[src/hdl/mhs_pkg.sv]
// Package for the min-hash slot sampler.
// Holds the hash constants, outcome codes, slot entry layout and the
// controller/datapath command types. Depends on nothing.
package mhs_pkg;

    // Hash constants: one offset and two multipliers.
    localparam logic [63:0] MIX_ADD = 64'h9e37_79b9_7f4a_7c15;
    localparam logic [63:0] MIX_MUL1 = 64'hbf58_476d_1ce4_e5b9;
    localparam logic [63:0] MIX_MUL2 = 64'h94d0_49bb_1331_11eb;

    // Shift amounts of the three xor-shift rounds.
    localparam int unsigned SHIFT_A = 30;
    localparam int unsigned SHIFT_B = 27;
    localparam int unsigned SHIFT_C = 31;

    // Width of the reported slot index.
    localparam int unsigned SLOT_INDEX_W = 12;

    // Outcome codes.
    localparam logic [1:0] OUT_INSERTED = 2'd0;
    localparam logic [1:0] OUT_BLOCKED = 2'd1;
    localparam logic [1:0] OUT_UPDATED = 2'd2;
    localparam logic [1:0] OUT_REPLACED = 2'd3;

    // One slot entry as held in the table memory.
    typedef struct packed {
        logic        vld;
        logic [63:0] key;
        logic [63:0] hash;
        logic [63:0] stamp;
    } t_entry;

    // Controller states.
    typedef enum logic [3:0] {
        S_CLEAR,
        S_IDLE,
        S_XS_A,
        S_M1_LL,
        S_M1_LH,
        S_M1_HL,
        S_XS_B,
        S_M2_LL,
        S_M2_LH,
        S_M2_HL,
        S_XS_C,
        S_READ,
        S_DECIDE
    } t_state;

    // Datapath operations.
    typedef enum logic [3:0] {
        OP_NONE,
        OP_CLEAR,
        OP_LOAD,
        OP_XS_A,
        OP_XS_B,
        OP_XS_C,
        OP_MUL_LL,
        OP_MUL_LH,
        OP_MUL_HL,
        OP_READ,
        OP_DECIDE
    } t_op;

    // Command from controller to datapath.
    typedef struct packed {
        t_op  op;
        logic mul_sel2;  // selects the second multiplier constant
    } t_dp_cmd;

    // Status from datapath to controller.
    typedef struct packed {
        logic clr_last;
    } t_dp_stat;

endpackage

[src/hdl/mhs_ctrl.sv]
// Controller of the min-hash slot sampler: sequences clearing, hashing,
// table lookup and result hand-off. Depends on mhs_pkg.
module mhs_ctrl (
    input  logic              i_clk,
    input  logic              i_rst_n,
    input  logic              i_in_valid,
    output logic              o_in_ready,
    output logic              o_out_valid,
    input  logic              i_out_ready,
    output mhs_pkg::t_dp_cmd  o_cmd,
    input  mhs_pkg::t_dp_stat i_stat
);

    mhs_pkg::t_state r_state;
    mhs_pkg::t_state n_state;
    logic            r_out_valid;
    logic            n_out_valid;
    logic            out_free;

    // The result register can take a new result when empty or being drained.
    assign out_free = !r_out_valid || i_out_ready;

    // Next-state logic.
    always_comb begin
        n_state = r_state;
        unique case (r_state)
            mhs_pkg::S_CLEAR: begin
                if (i_stat.clr_last) begin
                    n_state = mhs_pkg::S_IDLE;
                end
            end
            mhs_pkg::S_IDLE: begin
                if (i_in_valid) begin
                    n_state = mhs_pkg::S_XS_A;
                end
            end
            mhs_pkg::S_XS_A:   n_state = mhs_pkg::S_M1_LL;
            mhs_pkg::S_M1_LL:  n_state = mhs_pkg::S_M1_LH;
            mhs_pkg::S_M1_LH:  n_state = mhs_pkg::S_M1_HL;
            mhs_pkg::S_M1_HL:  n_state = mhs_pkg::S_XS_B;
            mhs_pkg::S_XS_B:   n_state = mhs_pkg::S_M2_LL;
            mhs_pkg::S_M2_LL:  n_state = mhs_pkg::S_M2_LH;
            mhs_pkg::S_M2_LH:  n_state = mhs_pkg::S_M2_HL;
            mhs_pkg::S_M2_HL:  n_state = mhs_pkg::S_XS_C;
            mhs_pkg::S_XS_C:   n_state = mhs_pkg::S_READ;
            mhs_pkg::S_READ:   n_state = mhs_pkg::S_DECIDE;
            mhs_pkg::S_DECIDE: begin
                if (out_free) begin
                    n_state = mhs_pkg::S_IDLE;
                end
            end
            default:           n_state = mhs_pkg::S_CLEAR;
        endcase
    end

    // Output logic: datapath command and input handshake.
    always_comb begin
        o_cmd.op = mhs_pkg::OP_NONE;
        o_cmd.mul_sel2 = 1'b0;
        o_in_ready = 1'b0;
        unique case (r_state)
            mhs_pkg::S_CLEAR: o_cmd.op = mhs_pkg::OP_CLEAR;
            mhs_pkg::S_IDLE: begin
                o_in_ready = 1'b1;
                if (i_in_valid) begin
                    o_cmd.op = mhs_pkg::OP_LOAD;
                end
            end
            mhs_pkg::S_XS_A:  o_cmd.op = mhs_pkg::OP_XS_A;
            mhs_pkg::S_M1_LL: o_cmd.op = mhs_pkg::OP_MUL_LL;
            mhs_pkg::S_M1_LH: o_cmd.op = mhs_pkg::OP_MUL_LH;
            mhs_pkg::S_M1_HL: o_cmd.op = mhs_pkg::OP_MUL_HL;
            mhs_pkg::S_XS_B:  o_cmd.op = mhs_pkg::OP_XS_B;
            mhs_pkg::S_M2_LL: begin
                o_cmd.op = mhs_pkg::OP_MUL_LL;
                o_cmd.mul_sel2 = 1'b1;
            end
            mhs_pkg::S_M2_LH: begin
                o_cmd.op = mhs_pkg::OP_MUL_LH;
                o_cmd.mul_sel2 = 1'b1;
            end
            mhs_pkg::S_M2_HL: begin
                o_cmd.op = mhs_pkg::OP_MUL_HL;
                o_cmd.mul_sel2 = 1'b1;
            end
            mhs_pkg::S_XS_C:  o_cmd.op = mhs_pkg::OP_XS_C;
            mhs_pkg::S_READ:  o_cmd.op = mhs_pkg::OP_READ;
            mhs_pkg::S_DECIDE: begin
                if (out_free) begin
                    o_cmd.op = mhs_pkg::OP_DECIDE;
                end
            end
            default:          o_cmd.op = mhs_pkg::OP_NONE;
        endcase
    end

    // Result valid flag: set when a decision is stored, cleared when taken.
    always_comb begin
        n_out_valid = r_out_valid && !i_out_ready;
        if (o_cmd.op == mhs_pkg::OP_DECIDE) begin
            n_out_valid = 1'b1;
        end
    end

    always_ff @(posedge i_clk) begin
        if (!i_rst_n) begin
            r_state <= mhs_pkg::S_CLEAR;
            r_out_valid <= 1'b0;
        end else begin
            r_state <= n_state;
            r_out_valid <= n_out_valid;
        end
    end

    assign o_out_valid = r_out_valid;

endmodule

[config.mk]
export PLATFORM = sky130hd
export DESIGN_NAME = mhs_ctrl
export DESIGN_NICKNAME = d
export VERILOG_FILES = /design/src/hdl/mhs_pkg.sv /design/src/hdl/mhs_ctrl.sv
export SDC_FILE = /design/constraint.sdc
export NUM_CORES = 1
export LEC_CHECK = 0
export ABC_AREA = 1
export BUFFER_PORTS_ARGS = -buffer_cell sky130_fd_sc_hd__buf_2
export CORE_AREA = 2 2 39 41
export DETAILED_ROUTE_END_ITERATION = 10
export DIE_AREA = 0 0 41 43
export PLACE_DENSITY = 0.55
export SLEW_MARGIN = 10
export SYNTH_ARGS = -nofsm -noshare
export SYNTH_HDL_FRONTEND = slang
export SYNTH_SLANG_ARGS = --single-unit
export TNS_END_PERCENT = 5
[constraint.sdc]
create_clock -name i_clk -period 2.2 [get_ports i_clk]
set_input_delay 0.11 -clock i_clk [delete_from_list [all_inputs] [get_ports i_clk]]
set_output_delay 0.11 -clock i_clk [all_outputs]
set_load 0.02 [all_outputs]
==> results by group, run 1 <==
Status
  • Status: finished, final reports clean

Synth
  • Cell type contributing the most total cell area after synthesis: dfxtp_1
  • Share of synthesized flip-flops with an asynchronous set or reset: 0
  • Share of Yosys cell area claimed by the top area cell type: 0.250
  • Post-synthesis sequential element count: 5
  • Syn_area_per_cell: 7.02 sq um
  • Number of synthesized flops with an enable pin: 0
  • Number of nets in the synthesized netlist: 62
  • Distinct cell type count of the synthesized netlist: 22
  • Post-synthesis instance area: 400 sq um
  • Top_reg_cell synth: dfxtp_1
  • List of most frequent post-synthesis cells: nand2_1 (6), nor2_1 (6), a21oi_1 (5), dfxtp_1 (5), inv_1 (5)
  • Share of the yosys chip area belonging to registers: 0.250
  • Top cells by area in the synthesized netlist: dfxtp_1 (25%), nand3_2 (7.5%), a21oi_1 (6.3%), nor2_2 (6.3%), nand2_1 (5.6%)
  • Yosys warning count: 0
  • Number of cells produced by synthesis: 57

Timing
  • Fin Hold WS: 0.148 ns
  • Final clock skew: 0.00118 ns
  • Share of the cycle needed by the critical path after routing: 0.725
  • Number of hold-slack violations in the final timing report: 0
  • Final number of max-transition violations: 0
  • Max frequency: 627 MHz
  • Tightest Pin Transition: 0.393 ns
  • Post-Route Setup TNS: 0 ns
  • Setup violators final: 0
  • Final critical-path required period: 1.59 ns
  • Relative slew margins: 0.738
  • RSZ-0062 raised after global routing: no

Job
  • Max Cap Viol: 0

CTS
  • Cts hold-fix bufs: 0
  • Num CTS Buffers: 3
  • Worst-Skew Late Latency: 0.23 ns
  • Count of instances resized after the clock tree is built: 0
  • Count of H-tree levels built during CTS: 1
  • Bufs on Longest Clock Path: 2
  • Post-CTS clock slew at the launch and capture registers of the worst setup and hold paths: 0.04 ns
  • Clock tree from TritonCTS: built
  • Number of sinks on the clock net: 5
  • Total setup buffers inserted after CTS: 0
  • CTS root buf: clkbuf_4

Cells and area
  • Total Nets Final: 76
  • Fraction of layout cells with a size suffix above 1: 0.471
  • Final Non-Filler Cells: 86
  • Ant diodes: 0
  • Post-synthesis to final-layout area growth: 22.2%
  • Filler instances: 155

Floorplan
  • Io pins: 12
  • Die Width: 41 um
  • Initial core utilization: 0.289
  • Site row count: 14
  • Total Die Area: 1760 sq um
  • Die boundary height: 43 um
  • Core Area: 1380 sq um

Critical path
  • Crit path largest cell delay: 0.55 ns
  • Series of cell instances along the critical path: inv_2 -> nor2_1 -> nor2_1 -> o31ai_1 -> buf_2
  • Path length in cells of the critical path: 5
  • Required @ worst endpoint: 2.09 ns
  • Most prevalent standard cell on the critical path: nor2_1
  • Sort of element at the end of the critical path: output pin
  • Reg2Reg Depth: 5
  • Data arrival time of the critical path: 1.48 ns
  • Maximum fanout along the worst path: 8
  • Reg2Reg Setup Slack: 1.06 ns
  • Slowest cell on the critical path: dfxtp_1
  • Largest delay share family, worst path: flip-flops
  • Worst Setup Start Kind: flop
  • CP Class: reg -> out
  • Buf/Inv on CP: 2

Place
  • Routability congestion estimate from global placement: 0.716
  • Total of buffers placed on input and output ports: 11
  • Inst Count DP: 82
  • HPWL after detailed placement: 670 um

Routing
  • Via density per instance: 4.58
  • Total number of vias: 394
  • Per-cell routed wire length: 9.21 um
  • Remaining antenna violation count: 0
  • First DRT Iteration DRCs: 8
  • Final wirelength: 792 um
  • Number of optimization iterations in the first detailed-route pass: 5
  • DRC viols: 0

Global routing
  • Vias in the first global route: 333
  • Number of antenna violations at the first check in global routing: 0
  • GR Util All Layers: 0.105
  • Global-route wire length before repair: 1270 um
  • Aggregate global routing overflow: 0
  • Maximum number of pins on one net before global-route repair: 9

Pwr
  • Overall Power: 0.000304 W
  • Static Leakage: 0.227 nW
  • Peak supply drop: 0.000224 V
  • Power per cell area: 621 nW/um^2

Hold path
  • Hold-critical path depth: 3
  • Classification of the worst-slack hold path: in -> reg
-- worst reg2reg max path, delay by kind of cell, from the launching register on --
family | cells | cell delay [ns]
AO/OA/AOI/OAI | 1 | 0.10
flip-flops | 1 | 0.55
AND/OR/NAND/NOR | 4 | 0.39
-- worst paths after layout --
kind,end,from
setup / recovery,o_cmd[4],r_state[3]
hold / removal,r_state[0],i_rst_n
setup reg to reg,r_state[0],r_state[3]
hold reg to reg,o_out_valid,o_out_valid
-- state kept, by name, summed over array words and instances (netlist names) --
name	cells
r_state	4
o_out_valid	1
-- cells by family after synthesis --
group | after synthesis | synth area share
simple gates | 30 | 0.475
buf+inv | 11 | 0.116
flops | 5 | 0.250
compound gates | 11 | 0.159
-- cells in the final DEF, fill, tap and decap left out, drive strengths merged --
cell type	n
nand3	5
nand2	8
o31ai	1
o21bai	1
nand3b	1
dfxtp	5
o21ai	2
clkbuf	4
nand4	1
and2	1
inv	9
o211ai	1
nor2	12
o22ai	1
buf	11
a21oi	5
nor3	2
-- per-layer routing --
layer	wire, um	vias to the layer above	part of all wire	track usage
met5	0	-	0	0
met4	12	0	0.015	0.0800
met3	51	2	0.064	0.0157
met2	353	14	0.45	0.153
met1	375	166	0.47	0.132
li1	-	212	-	-
-- stage by stage --
step	area (sq um)	utilization	setup WS [ns]
after CTS	489	0.354	0.611
after detailed placement	463	0.335	0.875
after global placement	463	0.335	0.917
final	489	0.354	0.606
after floorplan	400	-	0.862
after global routing	489	0.354	0.486
-- power by group --
| group | total (W) | switching, W | internal, W |
|---|---|---|---|
| combinational | 0.0000909 | 0.0000549 | 0.0000359 |
| sequential | 0.000111 | 0.0000142 | 0.0000969 |
| clock | 0.000102 | 0.0000336 | 0.0000683 |
-- layout make-up --
type                       count  area, sq um  area share
tap                           16         20.0      0.0409
clock buffer                   4         26.3      0.0537
inverter                       9         33.8      0.0691
timing repair buffer          11         55.1       0.113
sequential                     5          100       0.205
multi-input combinational     41          254       0.519
Note: power is estimated with default switching activity, not from simulation.
==> inputs of run 2 (changes only) <==
- clock period: 2.2 -> 1.6 ns (I/O delays scaled with it)
==> results by group, run 2 (synthesis gave the netlist of run 1 again) <==
Routing
  • Per-cell routed wire length: 9.31 um (was 9.21 um)
  • Total number of vias: 383 (was 394)
  • Number of optimization iterations in the first detailed-route pass: 4 (was 5)
  • Final wirelength: 801 um (was 792 um)
  • Remaining antenna violation count: 0 (unchanged)
  • First DRT Iteration DRCs: 8 (unchanged)
  • DRC viols: 0 (unchanged)
  • Via density per instance: 4.45 (was 4.58)

Global routing
  • Maximum number of pins on one net before global-route repair: 9 (unchanged)
  • Global-route wire length before repair: 1270 um (unchanged)
  • Aggregate global routing overflow: 0 (unchanged)
  • Number of antenna violations at the first check in global routing: 0 (unchanged)
  • GR Util All Layers: 0.105 (unchanged)
  • Vias in the first global route: 333 (unchanged)

Pwr
  • NetSw: 0.000141 W (was 0.000103 W)
  • Power per cell area: 852 nW/um^2 (was 621 nW/um^2)
  • Seq pwr share: 0.365 (was 0.366)
  • Switching share of total power: 0.338 (about the same)
  • Overall Power: 0.000418 W (was 0.000304 W)
  • Clock Power Share: 0.335 (about the same)
  • Combinational power share: 0.299 (about the same)
  • Static Leakage: 0.227 nW (about the same)
  • Pint: 0.000277 W (was 0.000201 W)
  • Peak supply drop: 0.000308 V (was 0.000224 V)

Place
  • Total of buffers placed on input and output ports: 11 (unchanged)
  • HPWL after detailed placement: 670 um (unchanged)
  • Routability congestion estimate from global placement: 0.716 (about the same)
  • Post-placement cell area: 463 sq um (unchanged)

Timing
  • Final critical-path required period: 1.45 ns
  • Relative slew margins: 0.766 (was 0.738)
  • Share of the cycle needed by the critical path after routing: 0.909
  • Max frequency: 688 MHz
  • Fin Hold WS: 0.118 ns (was 0.148 ns)
  • Number of hold-slack violations in the final timing report: 0 (unchanged)
  • Final clock skew: 0.00118 ns (unchanged)
  • Tightest Pin Transition: 0.351 ns (was 0.393 ns)
  • Setup violators final: 0 (unchanged)
  • Post-Route Setup TNS: 0 ns (unchanged)
  • RSZ-0062 raised after global routing: no (unchanged)
  • Final number of max-transition violations: 0 (unchanged)

Hold path
  • Classification of the worst-slack hold path: in -> reg (unchanged)

Floorplan
  • Die Width: 41 um (unchanged)
  • Core Area: 1380 sq um (unchanged)
  • Total Die Area: 1760 sq um (unchanged)
  • Initial core utilization: 0.289 (unchanged)
  • Die boundary height: 43 um (unchanged)
  • Io pins: 12 (unchanged)
  • Site row count: 14 (unchanged)

CTS
  • Clock tree from TritonCTS: built (unchanged)
  • Num CTS Buffers: 3 (unchanged)
  • Worst-Skew Late Latency: 0.23 ns (about the same)
  • Bufs on Longest Clock Path: 2 (unchanged)
  • Count of H-tree levels built during CTS: 1 (unchanged)
  • Number of sinks on the clock net: 5 (unchanged)
  • Total setup buffers inserted after CTS: 0 (unchanged)
  • Post-CTS clock slew at the launch and capture registers of the worst setup and hold paths: 0.04 ns (about the same)
  • CTS root buf: clkbuf_4 (unchanged)

Critical path
  • CP Class: reg -> out (unchanged)
  • Sort of element at the end of the critical path: output pin (unchanged)
  • Maximum fanout along the worst path: 8 (unchanged)
  • Reg2Reg Setup Slack: 0.52 ns (was 1.06 ns)
  • Worst Setup EP: o_cmd[0] (was o_cmd[4])
  • Worst setup path start: r_state[1] (was r_state[3])
  • Beginning of the worst register-to-register path: r_state[1] (was r_state[3])
  • Path length in cells of the critical path: 4 (was 5)
  • Slowest cell on the critical path: dfxtp_1 (unchanged)
  • Largest delay share family, worst path: flip-flops (unchanged)
  • Reg2Reg Depth: 4 (was 5)
  • Worst R2R End: r_state[3] (was r_state[0])
  • Buf/Inv on CP: 1 (was 2)
  • Series of cell instances along the critical path: nand2_2 -> nor3_2 -> o21bai_1 -> buf_2 (was inv_2 -> nor2_1 -> nor2_1 -> o31ai_1 -> buf_2)
  • Required @ worst endpoint: 1.52 ns (was 2.09 ns)
  • Worst Setup Start Kind: flop (unchanged)
  • Data arrival time of the critical path: 1.37 ns (was 1.48 ns)
  • Crit path largest cell delay: 0.52 ns (was 0.55 ns)

Cells and area
  • Ant diodes: 0 (unchanged)
  • Fraction of the core area covered by cells at the end of the flow: 0.354 (about the same)
  • Fraction of layout cells with a size suffix above 1: 0.486 (was 0.471)
  • Post-route design area: 490 sq um (was 489 sq um)
  • Commonest cells after routing, fill and taps aside: buf_2 (11), nand2_1 (6), nor2_1 (6) (unchanged)
  • Most flops, register: r_state (unchanged)
  • Most common cell after layout, fill and taps aside: buf_2 (unchanged)
  • Post-synthesis to final-layout area growth: 22.5% (was 22.2%)
  • Number of flip-flops in the largest register: 4 (unchanged)
  • Total Nets Final: 76 (unchanged)
  • Filler instances: 157 (was 155)

Job
  • Max Cap Viol: 0 (unchanged)

Status
  • Status: finished, final reports clean (unchanged)
[run 2: cell types whose count changed in the layout (fill, tap and decap cells not counted)]
cell,previous run,this run
dfxtp_1,5,4
dfxtp_2,0,1
[run 2: through the flow]
step | instances | setup slack (ns)
2_1_floorplan | 57 | 0.292
3_3_place_gp | 82 | 0.347
3_5_place_dp | 82 | 0.305
4_1_cts | 86 | 0.0410
5_1_grt | 86 | 0.0391
6_report | 86 | 0.146
[run 2: worst min-delay path: cells and delay by family]
kind	cells	cell delay [ns]
buf+inv	1	0.10
simple gates	2	0.12
[run 2: area by class of cell]
| type | instances | area, sq um | area share |
|---|---|---|---|
| repair buffers | 11 | 55.1 | 0.112 |
| well taps | 16 | 20.0 | 0.0408 |
| clock buffers | 4 | 26.3 | 0.0536 |
| flip-flops and latches | 5 | 101 | 0.207 |
| inverters | 9 | 33.8 | 0.0689 |
| multi-input cells | 41 | 254 | 0.518 |
[run 2: power groups by stage]
stage	logic, W	registers (W)	clock network (W)
finish	0.000125	0.000153	0.000140
global route	0.000138	0.000155	0.000155
global placement	0.000127	0.000155	0
CTS	0.000126	0.000152	0.000148
detailed placement	0.000126	0.000155	0
floorplan	0.000105	0.000145	0
[run 2: layer usage]
metal	vias to the layer above	GRT usage	part of all wire
li1	211	-	-
met1	164	0.132	0.48
met2	8	0.153	0.47
met3	0	0.0157	0.056
met4	0	0.0800	0
met5	-	0	0
[run 2: worst min path at each step]
stage            endpoint  cells past startpoint  startpoint
3_5_place_dp   r_state[0]                      3     i_rst_n
3_3_place_gp   r_state[0]                      3     i_rst_n
6_report       r_state[0]                      3     i_rst_n
4_1_cts        r_state[0]                      3     i_rst_n
5_1_grt        r_state[0]                      3     i_rst_n
2_1_floorplan  r_state[0]                      2     i_rst_n
[run 2: timing repair]
item | 4_1_cts | 5_1_grt
endpoints found under the setup margin | 0 | 1
gates resized for setup | 0 | 1
hold buffers | 0 | 0
